[src/rtl/cbr_ram.sv]
`default_nettype none
// ----------------------------------------------------------------------------
// cbr_ram
// Simple dual-port synchronous RAM, read-first, registered read data.
// ----------------------------------------------------------------------------
module cbr_ram #(
  parameter int WIDTH = 8,
  parameter int DEPTH = 256,
  parameter int AW    = $clog2(DEPTH)
) (
  input  wire logic             clk_i,
  input  wire logic             we_i,
  input  wire logic [AW-1:0]    waddr_i,
  input  wire logic [WIDTH-1:0] wdata_i,
  input  wire logic             re_i,
  input  wire logic [AW-1:0]    raddr_i,
  output logic      [WIDTH-1:0] rdata_o
);

  logic [WIDTH-1:0] mem [DEPTH];

  always_ff @(posedge clk_i) begin
    if (we_i) begin
      mem[waddr_i] <= wdata_i;
    end
  end

  // hold the last read word while no read is issued
  always_ff @(posedge clk_i) begin
    if (re_i) begin
      rdata_o <= mem[raddr_i];
    end
  end

endmodule
`default_nettype wire

[config.mk]
export PLATFORM = sky130hd
export DESIGN_NAME = cbr_ram
export DESIGN_NICKNAME = d
export VERILOG_FILES = /design/src/rtl/cbr_ram.sv
export SDC_FILE = /design/constraint.sdc
export NUM_CORES = 2
export LEC_CHECK = 0
export BUFFER_PORTS_ARGS = -buffer_cell sky130_fd_sc_hd__buf_2
export CORE_MARGIN = 1
export CORE_UTILIZATION = 25
export CTS_BUF_LIST = sky130_fd_sc_hd__clkbuf_8
export CTS_CLUSTER_DIAMETER = 100
export DETAILED_ROUTE_END_ITERATION = 8
export GPL_TIMING_DRIVEN = 0
export PLACE_DENSITY_LB_ADDON = 0.1
export SLEW_MARGIN = 20
export SYNTH_ARGS = -nofsm -noshare
export SYNTH_HDL_FRONTEND = slang
export SYNTH_SLANG_ARGS = --single-unit
[constraint.sdc]
create_clock -name clk_i -period 3 [get_ports clk_i]
set_clock_uncertainty 0.2 [all_clocks]
set_input_delay 0.6 -clock clk_i [delete_from_list [all_inputs] [get_ports clk_i]]
set_output_delay 0.6 -clock clk_i [all_outputs]
set_load 0.1 [all_outputs]
### Yosys cells after proc, flatten, opt, wreduce, memory -nomap -nowiden

Memory sizes are Yosys's and may differ from the RTL's. A register that Yosys moved wholly into a read port is not among the register bits.
Cells that the tools add are included.

| operators by class | value |
|---|---|
| muxes and demuxes | 2 |

Operators by type and width:

| operator | count |
|---|---|
| 1-bit 2-to-1 mux | 2 |

| word-level totals | value |
|---|---|
| register bits | 0 |
| memories kept | 1 |
| memory bits (writable) | 2048 |
| logic and storage cells | 3 |

Memory list:

| name | words | width | read ports | clocked after Yosys merged registers in | write ports | RTL line | source |
|---|---|---|---|---|---|---|---|
| mem | 256 | 8 | 1 | 1 | 1 | 20 | `logic [WIDTH-1:0] mem [DEPTH];` |

### Logic depth before layout (Yosys ltp)

| logic depth | value |
|---|---|
| depth after elaboration | 2 |
| depth in mapped cells | 11 |

### Least setup slack after synthesis

No wires, ideal clock.

| path | value |
|---|---|
| path kind | input-to-reg |
| from | input raddr_i[0] |
| to | register rdata_o[2], read port of mem (data pin) |
| path buffers | 4 |
| data arrival time | 2407 ps |
| library setup time | 269 ps |
| setup slack | 124 ps |
| stages on the path | 9 |
| cells stage by stage | buf_6 -> buf_12 -> buf_8 -> buf_2 -> mux4_2 -> a22oi_1 -> a21oi_1 -> nor4_1 -> nor4_2 |

RTL lines:

| what | RTL line | source |
|---|---|---|
| start, declared | 16 | `input wire logic [AW-1:0] raddr_i,` |
| end, declared | 17 | `output logic [WIDTH-1:0] rdata_o` |

==> flow_summary_export.csv <==
group,metric,value,unit
routing,drc,0,
cells_and_area,drive_above_1_share,30.9,%
clock_network,path_clk_slew,0.06,ns
clock_network,cts-root-buf,"clkbuf_8",
floorplan,core_area,316000,um2
synth,yosysWarnings,0,
clock_network,cts_buffer_depth,4,
synth,avgSynthCellArea,21.3,um2
cells_and_area,finish.utilization,30.0,%
hold_path,hold_path_class,"input pin to register",
cells_and_area,seq_area,61700,um2
floorplan,num_rows,206,
clock_network,insertion_delay,1.07,ns
routing,totalWireLength,308000,um
sta,finalSetupTns,-2.36,ns
sta,setup_violations,82,
worst_setup_path,setup.worst_path.class,"input pin to register",
cells_and_area,finalNetCount,4233,
synth,ys_async_sr_fraction,0,%
routing,drtAntennaViolNets,0,
routing,wl_per_cell,35.5,um
sta,finalMaxSlewViolations,0,
sta,worst_slack,-0.174,ns
clock_network,cts_tree,"yes",
synth,yosysTopAreaCellShare,77.5,%
placement,post-dp-hpwl,212000,um
synth,synth_fp_nets,3760,
clock_network,cts.sinks,2056,
global_routing,grt_usage,18.9,%
sta,fin_crit,3.17,ns
cells_and_area,fillers,30901,
power,power_density,644,nW/um2
floorplan,die_w,566,um
synth,synth_seq_area_share,77.5,%
power,vdd_drop_max,316,uV
status,violations,"setup timing",
placement,post-place-ws,-2.71,ns
routing,firstDrtPassIters,7,
sta,period_share,106,%
clock_network,cts_htree_levels,5,
floorplan,start_util,25.2,%
flow_run,drv_cap,0,
synth,synth-main-ff-cell,"edfxtp_1",
synth,netlist_instances,3733,
placement,place_area,86500,um2
floorplan,die_area,321000,um2
placement,numPortBuffers,27,
global_routing,grt_pass1_vias,42756,
cells_and_area,multi_input_area,17600,um2
worst_setup_path,critPathRequiredTime,3.56,ns
routing,viasPerCell,4.77,
synth,synth.cell_area,79600,um2
global_routing,overflow,0,
placement,place_congestion,0.840,
synth,synth.distinct_cells,54,
global_routing,antenna_found_initial,32,
routing,vias,41309,
sta,tightest_slew,1.26,ns
synth,netlist_top_cells_area,"edfxtp_1 (78%), mux4_2 (13%), mux2i_1 (1.7%)",
power,leakagePower,29.2,nW
clock_network,numCtsBuffers,377,
routing,drt_iter0_markers,4184,
cells_and_area,postLayoutCellArea,94900,um2
sta,fmax,315,MHz
sta,hold_viol,0,
sta,maxSlewHeadroom,15.8,%
worst_setup_path,crit_arrival,3.73,ns
floorplan,top_level_ports,35,
worst_setup_path,critical_path.endpoint_type,"register",
synth,synth-edff-count,2056,
cells_and_area,syn_to_final_growth,19.1,%
worst_setup_path,path_max_fanout,10,
worst_setup_path,start_kind,"input pin",
floorplan,die_h,566,um
global_routing,grt_max_degree,118,
global_routing,grt_pass1_wl,406000,um
status,status,"finished with violations",
synth,synth.largest_area_cell,"edfxtp_1",
sta,rsz0062_at_grt,"yes",
synth,synth_seq_cells,2056,
-- metrics by stage --
stage          cells  total power, mW  hold WS (ns)
3_3_place_gp    7920             36.3         0.939
6_report        8660             61.1         0.179
4_1_cts         8659             61.7        0.0538
5_1_grt         8658             62.9         0.119
2_1_floorplan   3733             33.9         0.499
3_5_place_dp    7977             36.4         0.620
-- area by class of cell --
cell class              count  share of cell area [%]
diodes                      3                 0.00791
plain buffers             230                    2.08
clock buffers             378                    5.48
clock inverters           292                    1.66
inverters                   2                  0.0119
multi-input cells        1442                    18.5
flip-flops and latches   2056                    65.1
well taps                4160                    5.49
repair buffers             97                    1.64
-- report_power, final --
group	total, mW	switching, mW	internal (mW)	leakage, nW
clock	25.1	12.6	12.5	3.90
sequential	31.7	0.0177	31.7	18.5
combinational	4.24	2.98	1.26	6.85
-- Yosys cell counts (31+ instances only) --
master and number:
a21oi_1 96, mux4_2 454, nor2b_1 31, clkbuf_1 111, nor2_1 282, buf_2 31
nand2_1 33, nand3_1 34, a22oi_1 133, mux2i_1 134, o221ai_1 46, edfxtp_1 2056
-- state kept, by name (all words and copies together) (netlist names) --
signal   flops
mem       2048
rdata_o      8
-- cell usage in the layout (no fill, tap or decap), types with 13 or more instances in the layout --
master and n:
edfxtp_1 2056, inv_1 124, clkbuf_8 384, nor4_2 13, clkinv_2 34, nor2_1 211, a22oi_1 110, buf_2 39
a21oi_2 13, buf_12 30, nor2b_1 29, buf_16 32, nor4_4 13, nand3_1 28, mux2i_1 132, a21oi_1 80
clkbuf_1 30, o221ai_1 39, nand2_1 32, a22oi_2 23, buf_8 29, clkbuf_4 27, buf_6 27, buf_4 49
o22ai_1 25, nor2_2 64, clkinv_1 97, mux4_2 454, clkbuf_2 42
-- layer usage --
metal / vias to the layer above / track usage [%] / share of wire (%)
li1: 16786 / - / -
met1: 22682 / 25.8 / 44
met2: 1400 / 30.5 / 47
met3: 437 / 2.94 / 5.3
met4: 4 / 6.33 / 3.6
met5: - / 0 / 0.0071
-- critical path: stages --
cell	delay (ns)
buf_2	0.16
clkbuf_2	0.37
or2_2	0.40
buf_1	0.36
clkbuf_4	0.47
a21oi_1	0.62
nor4_2	0.16
nor4_4	0.55
-- cell families after synthesis --
kind of cell / count (synthesis) / share of synthesized area, %
mux: 591 / 14.6
compound gates: 385 / 3.42
simple gates: 466 / 2.63
buf+inv: 235 / 1.83
flops: 2056 / 77.5
-- final timing paths --
path               from    endpoint  slack, ns  cells past startpoint
min          wdata_i[7]  mem[71][7]       0.18                      2
min reg2reg  mem[33][5]  rdata_o[5]       1.01                      7
max reg2reg  mem[66][4]  rdata_o[4]      -0.03                      6
max          raddr_i[3]  rdata_o[0]      -0.17                      8
-- what timing repair did --
action / 4_1_cts / 5_1_grt
setup buffers: 4 / 0
endpoints found under the setup margin: 425 / 518
resized for setup: 281 / 95
pin swaps: 13 / 15
endpoints found under the hold margin: 606 / 0
hold buffers: 9 / 0
(Power assumes the default switching activity.)
