==> config.mk <==
export PLATFORM = sky130hd
export DESIGN_NAME = cbr_ctrl
export DESIGN_NICKNAME = d
export VERILOG_FILES = /design/src/rtl/cbr_pkg.sv /design/src/rtl/cbr_ctrl.sv
export SDC_FILE = /design/constraint.sdc
export NUM_CORES = 1
export LEC_CHECK = 0
export ABC_CLOCK_PERIOD_IN_PS = 9800
export CAP_MARGIN = 0
export CORE_ASPECT_RATIO = 0.75
export CORE_MARGIN = 3
export CORE_UTILIZATION = 60
export DETAILED_ROUTE_END_ITERATION = 7
export DONT_BUFFER_PORTS = 1
export PLACE_DENSITY_LB_ADDON = 0.12
export SLEW_MARGIN = 20
export SYNTH_ARGS = -nofsm -noshare
export SYNTH_HDL_FRONTEND = slang
export SYNTH_SLANG_ARGS = --single-unit
export TNS_END_PERCENT = 20
==> constraint.sdc <==
create_clock -name clk_i -period 9.8 [get_ports clk_i]
set_clock_uncertainty 0.2 [all_clocks]
set_input_delay 1.47 -clock clk_i [delete_from_list [all_inputs] [get_ports clk_i]]
set_output_delay 1.47 -clock clk_i [all_outputs]
set_load 0.01 [all_outputs]
==> src/rtl/cbr_pkg.sv <==
`default_nettype none
// ----------------------------------------------------------------------------
// cbr_pkg
// Shared sizes, codes and the command struct of the cursor bitmap converter.
// ----------------------------------------------------------------------------
package cbr_pkg;

  localparam int MAX_WIDTH       = 64;
  localparam int MAX_HEIGHT      = 64;
  localparam int PALETTE_ENTRIES = 256;

  localparam int PIX_DEPTH  = MAX_WIDTH * MAX_HEIGHT;
  localparam int MASK_DEPTH = (PIX_DEPTH + 7) / 8;
  localparam int PIX_AW     = $clog2(PIX_DEPTH);
  localparam int MASK_AW    = $clog2(MASK_DEPTH);
  localparam int PAL_AW     = $clog2(PALETTE_ENTRIES);
  localparam int COL_W      = $clog2(MAX_WIDTH);
  localparam int ROW_W      = $clog2(MAX_HEIGHT);

  // register field width and the width that holds any clamped dimension
  localparam int CFG_DIM_W = 7;
  localparam int MAX_DIM   = (MAX_WIDTH > MAX_HEIGHT) ? MAX_WIDTH : MAX_HEIGHT;
  localparam int DIM_W     = ($clog2(MAX_DIM + 1) > CFG_DIM_W) ?
                             $clog2(MAX_DIM + 1) : CFG_DIM_W;
  localparam int PROD_W    = ROW_W + DIM_W;

  localparam logic [CFG_DIM_W-1:0] RESET_WIDTH  = 7'd32;
  localparam logic [CFG_DIM_W-1:0] RESET_HEIGHT = 7'd32;
  localparam logic [7:0]           ALPHA_OPAQUE = 8'd255;

  typedef enum logic [1:0] {
    OP_PALETTE = 2'd0,
    OP_COLOUR  = 2'd1,
    OP_MASK    = 2'd2,
    OP_READ    = 2'd3
  } cbr_op_e;

  typedef enum logic [1:0] {
    CFG_COLOR_MODE   = 2'd0,
    CFG_IMAGE_WIDTH  = 2'd1,
    CFG_IMAGE_HEIGHT = 2'd2
  } cbr_cfg_e;

  typedef struct packed {
    logic               pal_we;
    logic               pix_we;
    logic [PIX_AW-1:0]  pix_waddr;
    logic               mask_we;
    logic [MASK_AW-1:0] mask_waddr;
    logic               rd_en;
    logic [PIX_AW-1:0]  rd_pix;
    logic               last;
  } cbr_cmd_t;

endpackage
`default_nettype wire

==> src/rtl/cbr_ctrl.sv <==
`default_nettype none
// ----------------------------------------------------------------------------
// cbr_ctrl
// Configuration registers, store write pointers and the read position;
// turns each accepted request into store writes or a pixel read address.
// ----------------------------------------------------------------------------
module cbr_ctrl (
  input  wire logic                             clk_i,
  input  wire logic                             rst_ni,
  input  wire logic                             cfg_we_i,
  input  wire logic [1:0]                       cfg_addr_i,
  input  wire logic [cbr_pkg::CFG_DIM_W-1:0]    cfg_data_i,
  input  wire logic                             accept_i,
  input  wire logic [1:0]                       operation_i,
  input  wire logic [7:0]                       entry_index_i,
  output logic                                  color_mode_o,
  output cbr_pkg::cbr_cmd_t                     cmd_o
);
  import cbr_pkg::*;

  logic                 mode_q, mode_d;
  logic [CFG_DIM_W-1:0] width_q, width_d;
  logic [CFG_DIM_W-1:0] height_q, height_d;
  logic [PIX_AW-1:0]    pix_ptr_q, pix_ptr_d;
  logic [MASK_AW-1:0]   mask_ptr_q, mask_ptr_d;
  logic [COL_W-1:0]     col_q, col_d;
  logic [ROW_W-1:0]     row_q, row_d;
  logic                 rewind_q, rewind_d;

  logic [DIM_W-1:0]  w_eff, h_eff, w_ext, h_ext;
  logic              rewind;
  logic [COL_W-1:0]  cur_col;
  logic [ROW_W-1:0]  cur_row;
  logic [PROD_W-1:0] prod;
  logic              col_end;

  // clamp the dimensions to 1..MAX
  always_comb begin
    w_ext = DIM_W'(width_q);
    h_ext = DIM_W'(height_q);
    if (width_q == '0) begin
      w_eff = DIM_W'(1);
    end else if (w_ext > DIM_W'(MAX_WIDTH)) begin
      w_eff = DIM_W'(MAX_WIDTH);
    end else begin
      w_eff = w_ext;
    end
    if (height_q == '0) begin
      h_eff = DIM_W'(1);
    end else if (h_ext > DIM_W'(MAX_HEIGHT)) begin
      h_eff = DIM_W'(MAX_HEIGHT);
    end else begin
      h_eff = h_ext;
    end
  end

  // a pending rewind or an out-of-range position starts at the bottom stored row
  assign rewind  = rewind_q || (DIM_W'(row_q) >= h_eff) || (DIM_W'(col_q) >= w_eff);
  assign cur_row = rewind ? ROW_W'(h_eff - DIM_W'(1)) : row_q;
  assign cur_col = rewind ? '0 : col_q;
  assign prod    = PROD_W'(cur_row) * PROD_W'(w_eff) + PROD_W'(cur_col);
  assign col_end = (DIM_W'(cur_col) + DIM_W'(1)) >= w_eff;

  always_comb begin
    mode_d     = mode_q;
    width_d    = width_q;
    height_d   = height_q;
    pix_ptr_d  = pix_ptr_q;
    mask_ptr_d = mask_ptr_q;
    col_d      = col_q;
    row_d      = row_q;
    rewind_d   = rewind_q;

    cmd_o            = '0;
    cmd_o.pix_waddr  = pix_ptr_q;
    cmd_o.mask_waddr = mask_ptr_q;
    cmd_o.rd_pix     = prod[PIX_AW-1:0];

    if (cfg_we_i) begin
      case (cfg_addr_i)
        CFG_COLOR_MODE: begin
          mode_d   = cfg_data_i[0];
          rewind_d = 1'b1;
        end
        CFG_IMAGE_WIDTH: begin
          width_d  = cfg_data_i;
          rewind_d = 1'b1;
        end
        CFG_IMAGE_HEIGHT: begin
          height_d = cfg_data_i;
          rewind_d = 1'b1;
        end
        default: ;
      endcase
    end

    if (accept_i) begin
      case (operation_i)
        OP_PALETTE: begin
          cmd_o.pal_we = ({1'b0, entry_index_i} < 9'(PALETTE_ENTRIES));
        end
        OP_COLOUR: begin
          cmd_o.pix_we = 1'b1;
          pix_ptr_d = (pix_ptr_q == PIX_AW'(PIX_DEPTH - 1)) ? '0 : pix_ptr_q + 1'b1;
        end
        OP_MASK: begin
          cmd_o.mask_we = 1'b1;
          mask_ptr_d = (mask_ptr_q == MASK_AW'(MASK_DEPTH - 1)) ? '0 : mask_ptr_q + 1'b1;
        end
        OP_READ: begin
          cmd_o.rd_en = 1'b1;
          rewind_d    = 1'b0;
          if (col_end) begin
            col_d = '0;
            if (cur_row == '0) begin
              // final pixel: rewind everything
              cmd_o.last = 1'b1;
              pix_ptr_d  = '0;
              mask_ptr_d = '0;
              rewind_d   = 1'b1;
              row_d      = cur_row;
            end else begin
              row_d = cur_row - 1'b1;
            end
          end else begin
            col_d = cur_col + 1'b1;
            row_d = cur_row;
          end
        end
        default: ;
      endcase
    end
  end

  always_ff @(posedge clk_i or negedge rst_ni) begin
    if (!rst_ni) begin
      mode_q     <= 1'b0;
      width_q    <= RESET_WIDTH;
      height_q   <= RESET_HEIGHT;
      pix_ptr_q  <= '0;
      mask_ptr_q <= '0;
      col_q      <= '0;
      row_q      <= '0;
      rewind_q   <= 1'b1;
    end else begin
      mode_q     <= mode_d;
      width_q    <= width_d;
      height_q   <= height_d;
      pix_ptr_q  <= pix_ptr_d;
      mask_ptr_q <= mask_ptr_d;
      col_q      <= col_d;
      row_q      <= row_d;
      rewind_q   <= rewind_d;
    end
  end

  assign color_mode_o = mode_q;

  a_read_exclusive: assert property (@(posedge clk_i) disable iff (!rst_ni)
    cmd_o.rd_en |-> !(cmd_o.pix_we || cmd_o.mask_we || cmd_o.pal_we))
    else $error("read request drives a store write");

  a_last_rewinds_ptrs: assert property (@(posedge clk_i) disable iff (!rst_ni)
    (cmd_o.rd_en && cmd_o.last) |=> (pix_ptr_q == '0 && mask_ptr_q == '0 && rewind_q))
    else $error("final pixel did not rewind pointers");

  a_cfg_rewinds: assert property (@(posedge clk_i) disable iff (!rst_ni)
    (cfg_we_i && (cfg_addr_i == CFG_COLOR_MODE || cfg_addr_i == CFG_IMAGE_WIDTH ||
                  cfg_addr_i == CFG_IMAGE_HEIGHT)) |=> rewind_q)
    else $error("register write did not rewind read position");

endmodule
`default_nettype wire

== After elaboration in Yosys (flattened, before gate mapping) ==
Index checks and enable logic that the tools add are counted.
Widths: inputs -> output; s select.

* Register bits after elaboration: 49
* Latch bits: 0
* Bits in writable memories: 0
* Bits in read-only memories: 0
* Input bits: 23
* Output and inout bits: 39
* Word-level logic and storage cells: 78
* Memories: 0

* $add $sub $neg: 7
* Multipliers: 1
* Div/mod/pow operators: 0
* $lt $le $gt $ge: 5
* Eq/ne operators: 9
* Shift operators: 0
* Mux-type cells: 32
* Bitwise gates (word level): 0
* Reduce and logical (&&, ||, !) cells: 16

{| class="wikitable"
|+ Operator list
! operator !! number
|-
| $mux 12 || 3
|-
| $mux 6 || 5
|-
| $mux 7 || 4
|-
| $mux 9 || 3
|-
| $pmux 12 s2 || 1
|-
| $pmux 9 s2 || 1
|-
| $ge 6x7->1 || 2
|-
| $gt 7x7->1 const B || 2
|-
| $logic_not 7->1 || 2
|-
| $mux 1 || 14
|-
| $add 12x1->12 const B || 1
|-
| $add 12x6->12 || 1
|-
| $eq 12x12->1 const B || 1
|-
| $mul 6x7->12 || 1
|-
| $sub 6x1->6 const B || 2
|-
| $add 9x1->9 const B || 1
|-
| $eq 9x9->1 const B || 1
|-
| $reduce_and 2->1 || 4
|-
| $reduce_and 4->1 || 2
|-
| $add 6x1->7 const B || 1
|-
| $ge 7x7->1 || 1
|-
| $add 6x1->6 const B || 1
|-
| $eq 2x2->1 const B || 3
|-
| $logic_not 6->1 || 1
|-
| 7 further kinds || 12
|}

== Depth between registers and ports, before layout ==
* Depth after elaboration: 12
* Mapped depth: 29

== Worst setup path before layout ==
Ideal clock, no wire load.

* Path type: flip-flop to output port
* Start point: register height_q[4] (netlist: h_ext[4])
* End point: output cmd_o[12] (netlist bit)
* Arrival time: 6,689 ps
* Path slack: 1,441 ps
* Cell stages (with the launch flop): 28
* Path buffers: 1
* Cell sequence: dfrtp_1 > or2_2 > nor3_1 > o21bai_1 > inv_1 > ha_1 > nand2b_1 > a211oi_1 > o21bai_1 > nor3_1 > clkbuf_1 > nor2_1 > a21oi_1 > nor2_1 > fa_1 > inv_1 > fa_1 > inv_1 > fa_1 > inv_1 > fa_1 > inv_1 > ha_1 > nor2b_1 > o21a_1 > o41ai_1 > o21ai_0 > xnor2_1

{| class="wikitable"
|+ RTL lines
! what !! RTL line !! source
|-
| from (decl) || cbr_ctrl.sv:23 || <nowiki>logic [CFG_DIM_W-1:0] height_q, height_d;</nowiki>
|-
| from (signal assigned) || cbr_ctrl.sv:148 || <nowiki>height_q <= height_d;</nowiki>
|-
| to (decl) || cbr_ctrl.sv:17 || <nowiki>output cbr_pkg::cbr_cmd_t cmd_o</nowiki>
|}

==> out/results.ini <==
[critical_path]
cp.depth=26
r2r_setup_slack_ns=3.67
max_stage_delay_ns=0.55
worst_setup_path_start_kind=flop
crit_top_cell=inv_1
crit_arrival_ns=7.56
crit_fanout=28
crit_start=h_ext[4]
path_buf_inv=6
critPathCaptureType=output pin
reg2regPathDepth=22
worst-endpoint-required_ns=8.13
r2r_end=pix_ptr_q[1]
critPathSlowestCell=fa_1
critical_path_class=flop to output pin
crit_family=adder cells
r2r-start=h_ext[4]
endpoint=cmd_o[12]

[global_route]
global_route.overflow_total=0
grt_pass1_vias=3467
grt_pass1_wl_um=17200
grt_max_degree=50
antenna_found_initial=0
grt_usage=0.239

[final_layout]
multiInputGateArea_sq_um=3250
drive_gt1_frac=0.0992
antenna_cells=0
ff_latch_area_sq_um=1230
fillers=628
syn_to_final_growth_pct=6.23
final_util=0.666
fin_nets=625

[route]
drc_errors=0
dr.pass1.iters=5
via_per_inst=6.05
ant_nets=0
drt_iter0_drc=253
wirelength_um=10500
vias=3783
wl_per_cell_um=16.8

[logic_synthesis]
netlist_top_cells_count=57 x nor2_1, 56 x ha_1, 46 x dfrtp_1
synthesis.area_sq_um=4660
synth-compound-area-share=0.146
synth.top_cell.area_share=0.247
synth_warnings=0
synthMostInstantiatedCell=nor2_1
ys_seq_area_frac=0.264
synth_seq_cells=49
synth_area_leaders=dfrtp_1 25%, ha_1 15%, fa_1 9.9%
syn_inst=520
synth-edff-count=0
synthAdderAreaFrac=0.249
synthArstFlopShare=1.00
synth_nets=622
synth_xor_area_frac=0.0376
synthFlopType=dfrtp_1
ys_types=58
syn-mean-instance-area_sq_um=8.96
synth_top_cell_by_area=dfrtp_1
synthSimpleGateAreaFrac=0.196
synth_top_family_by_area=adder cells
muxShareOfSynthArea=0.0631

[cts]
post_cts_buffers=0
tritoncts=built
clockRootBuffer=clkbuf_8
cts_inserted_buffers=5
clkSinkCount=49
clk_latency_ns=0.31
clockBufferDepth=2
h-tree-depth=2
clkTransAtPathRegs_ns=0.08

[floorplanning]
io_pins=62
dieArea_sq_um=8870
core_sq_um=7430
die_width_um=108
die_y_um=82.3
num_rows=27
start_util=0.627

[timing]
hold_viol=0
final.min_clock_period_ns=9.23
period_share=0.942
max_freq_mhz=108
hold_ws_ns=0.339
tightest_slew_ns=0.750
finalSetupViolCount=0
finalSetupTns_ns=0
drv_slew=0
rsz0062_at_grt=false
relSlewSlack=0.486

[power]
leakage_nw=2.38
powerDensity_nw_per_um2=259
ir_drop_uv=334

[run]
cap_violations=0

[hold_path]
whs_path_depth=1
min_path_type=flop to flop

[placed_design]
place.gp.congestion=0.914
io_buffers=0
place_hpwl_um=8050

[run_status]
run_status=finished, final reports clean

[final cells by class]
type | count | share of cell area
Tap cell | 101 | 0.0255
Multi-Input combinational cell | 418 | 0.657
Clock inverter | 3 | 0.0131
Clock buffer | 5 | 0.0139
Inverter | 43 | 0.0326
Timing Repair Buffer | 6 | 0.00910
Sequential cell | 49 | 0.248
[worst reg2reg max path, stage by stage, from the launching register on]
cell and delay [ns]:
dfrtp_1 0.45, or2_2 0.33, nor3_1 0.25, o21bai_1 0.17, inv_1 0.08, ha_1 0.21
nand2b_1 0.14, a211oi_1 0.36, o21bai_1 0.14, nor3_2 0.31, buf_4 0.39, and2_1 0.29
ha_1 0.30, nand3_1 0.20, xnor2_1 0.16, and2_1 0.16, ha_1 0.26, o21a_1 0.13
o21a_1 0.13, o32a_1 0.38, nand2_2 0.24, a21oi_2 0.53, mux2i_1 0.25
[registers in the layout, indices dropped and copies added (netlist names)]
signal	flops
w_ext	7
color_mode_o	1
col_q	6
h_ext	7
row_q	6
mask_ptr_q	9
rewind_q	1
pix_ptr_q	12
[timing repair]
action                                  4_1_cts  5_1_grt
endpoints found under the setup margin        0        1
hold buffers                                  0        0
gates resized for setup                       0        5
[layer usage]
layer	share of wire	track usage	routed length [um]	vias to the layer above
li1	-	-	-	1840
met1	0.48	0.363	5050	1814
met2	0.44	0.351	4650	123
met3	0.070	0.0629	731	6
met4	0.0053	0.0353	56	0
met5	0	0	0	-
[cells by family (layout without fill, tap and decap cells)]
family                   count (synthesis)  count (layout)
AO/OA/AOI/OAI                          108             108
XOR/XNOR                                20              20
adder cells (fa/ha/maj)                 79              79
buffers and inverters                   53              57
flip-flops                              49              49
multiplexers                            26              26
AND/OR/NAND/NOR                        185             185
[per-stage QoR]
stage	cells	total power (W)	setup slack (ns)	cell area, sq um
6_report	625	0.00128	0.573	4950
3_5_place_dp	617	0.00110	0.786	4790
3_3_place_gp	617	0.00107	0.882	4790
5_1_grt	625	0.00142	0.164	4950
2_1_floorplan	520	0.000931	1.44	4660
4_1_cts	625	0.00128	0.386	4930
[report_power, final]
part           internal (W)  switching [W]
sequential         0.000246      0.0000700
clock              0.000101      0.0000710
combinational      0.000333       0.000462
[cells in the final DEF, fill, tap and decap left out, drive strengths merged, types with 5 or more instances in the layout]
cell    synthesis  final
mux2           17     17
clkbuf          6      5
and2            7      7
ha             56     56
buf             4      6
mux2i           9      9
nand2          41     41
or2            10     10
nor3            7      7
a21oi          26     26
xnor2          15     15
and3           10     10
inv            43     43
o21ai          26     26
a31oi          21     21
nand2b         20     20
xor2            5      5
nand3          12     12
nor2           57     57
dfrtp          46     46
fa             23     23
[worst min-delay path by stage]
stage                     startpoint       end  slack (ns)
after floorplan             w_ext[0]  w_ext[0]        0.28
after global placement      w_ext[3]  w_ext[3]        0.32
after detailed placement    w_ext[3]  w_ext[3]        0.32
after CTS                   w_ext[6]  w_ext[6]        0.34
after global routing        w_ext[0]  w_ext[0]        0.36
final                       w_ext[6]  w_ext[6]        0.34
(Power assumes the default switching activity.)
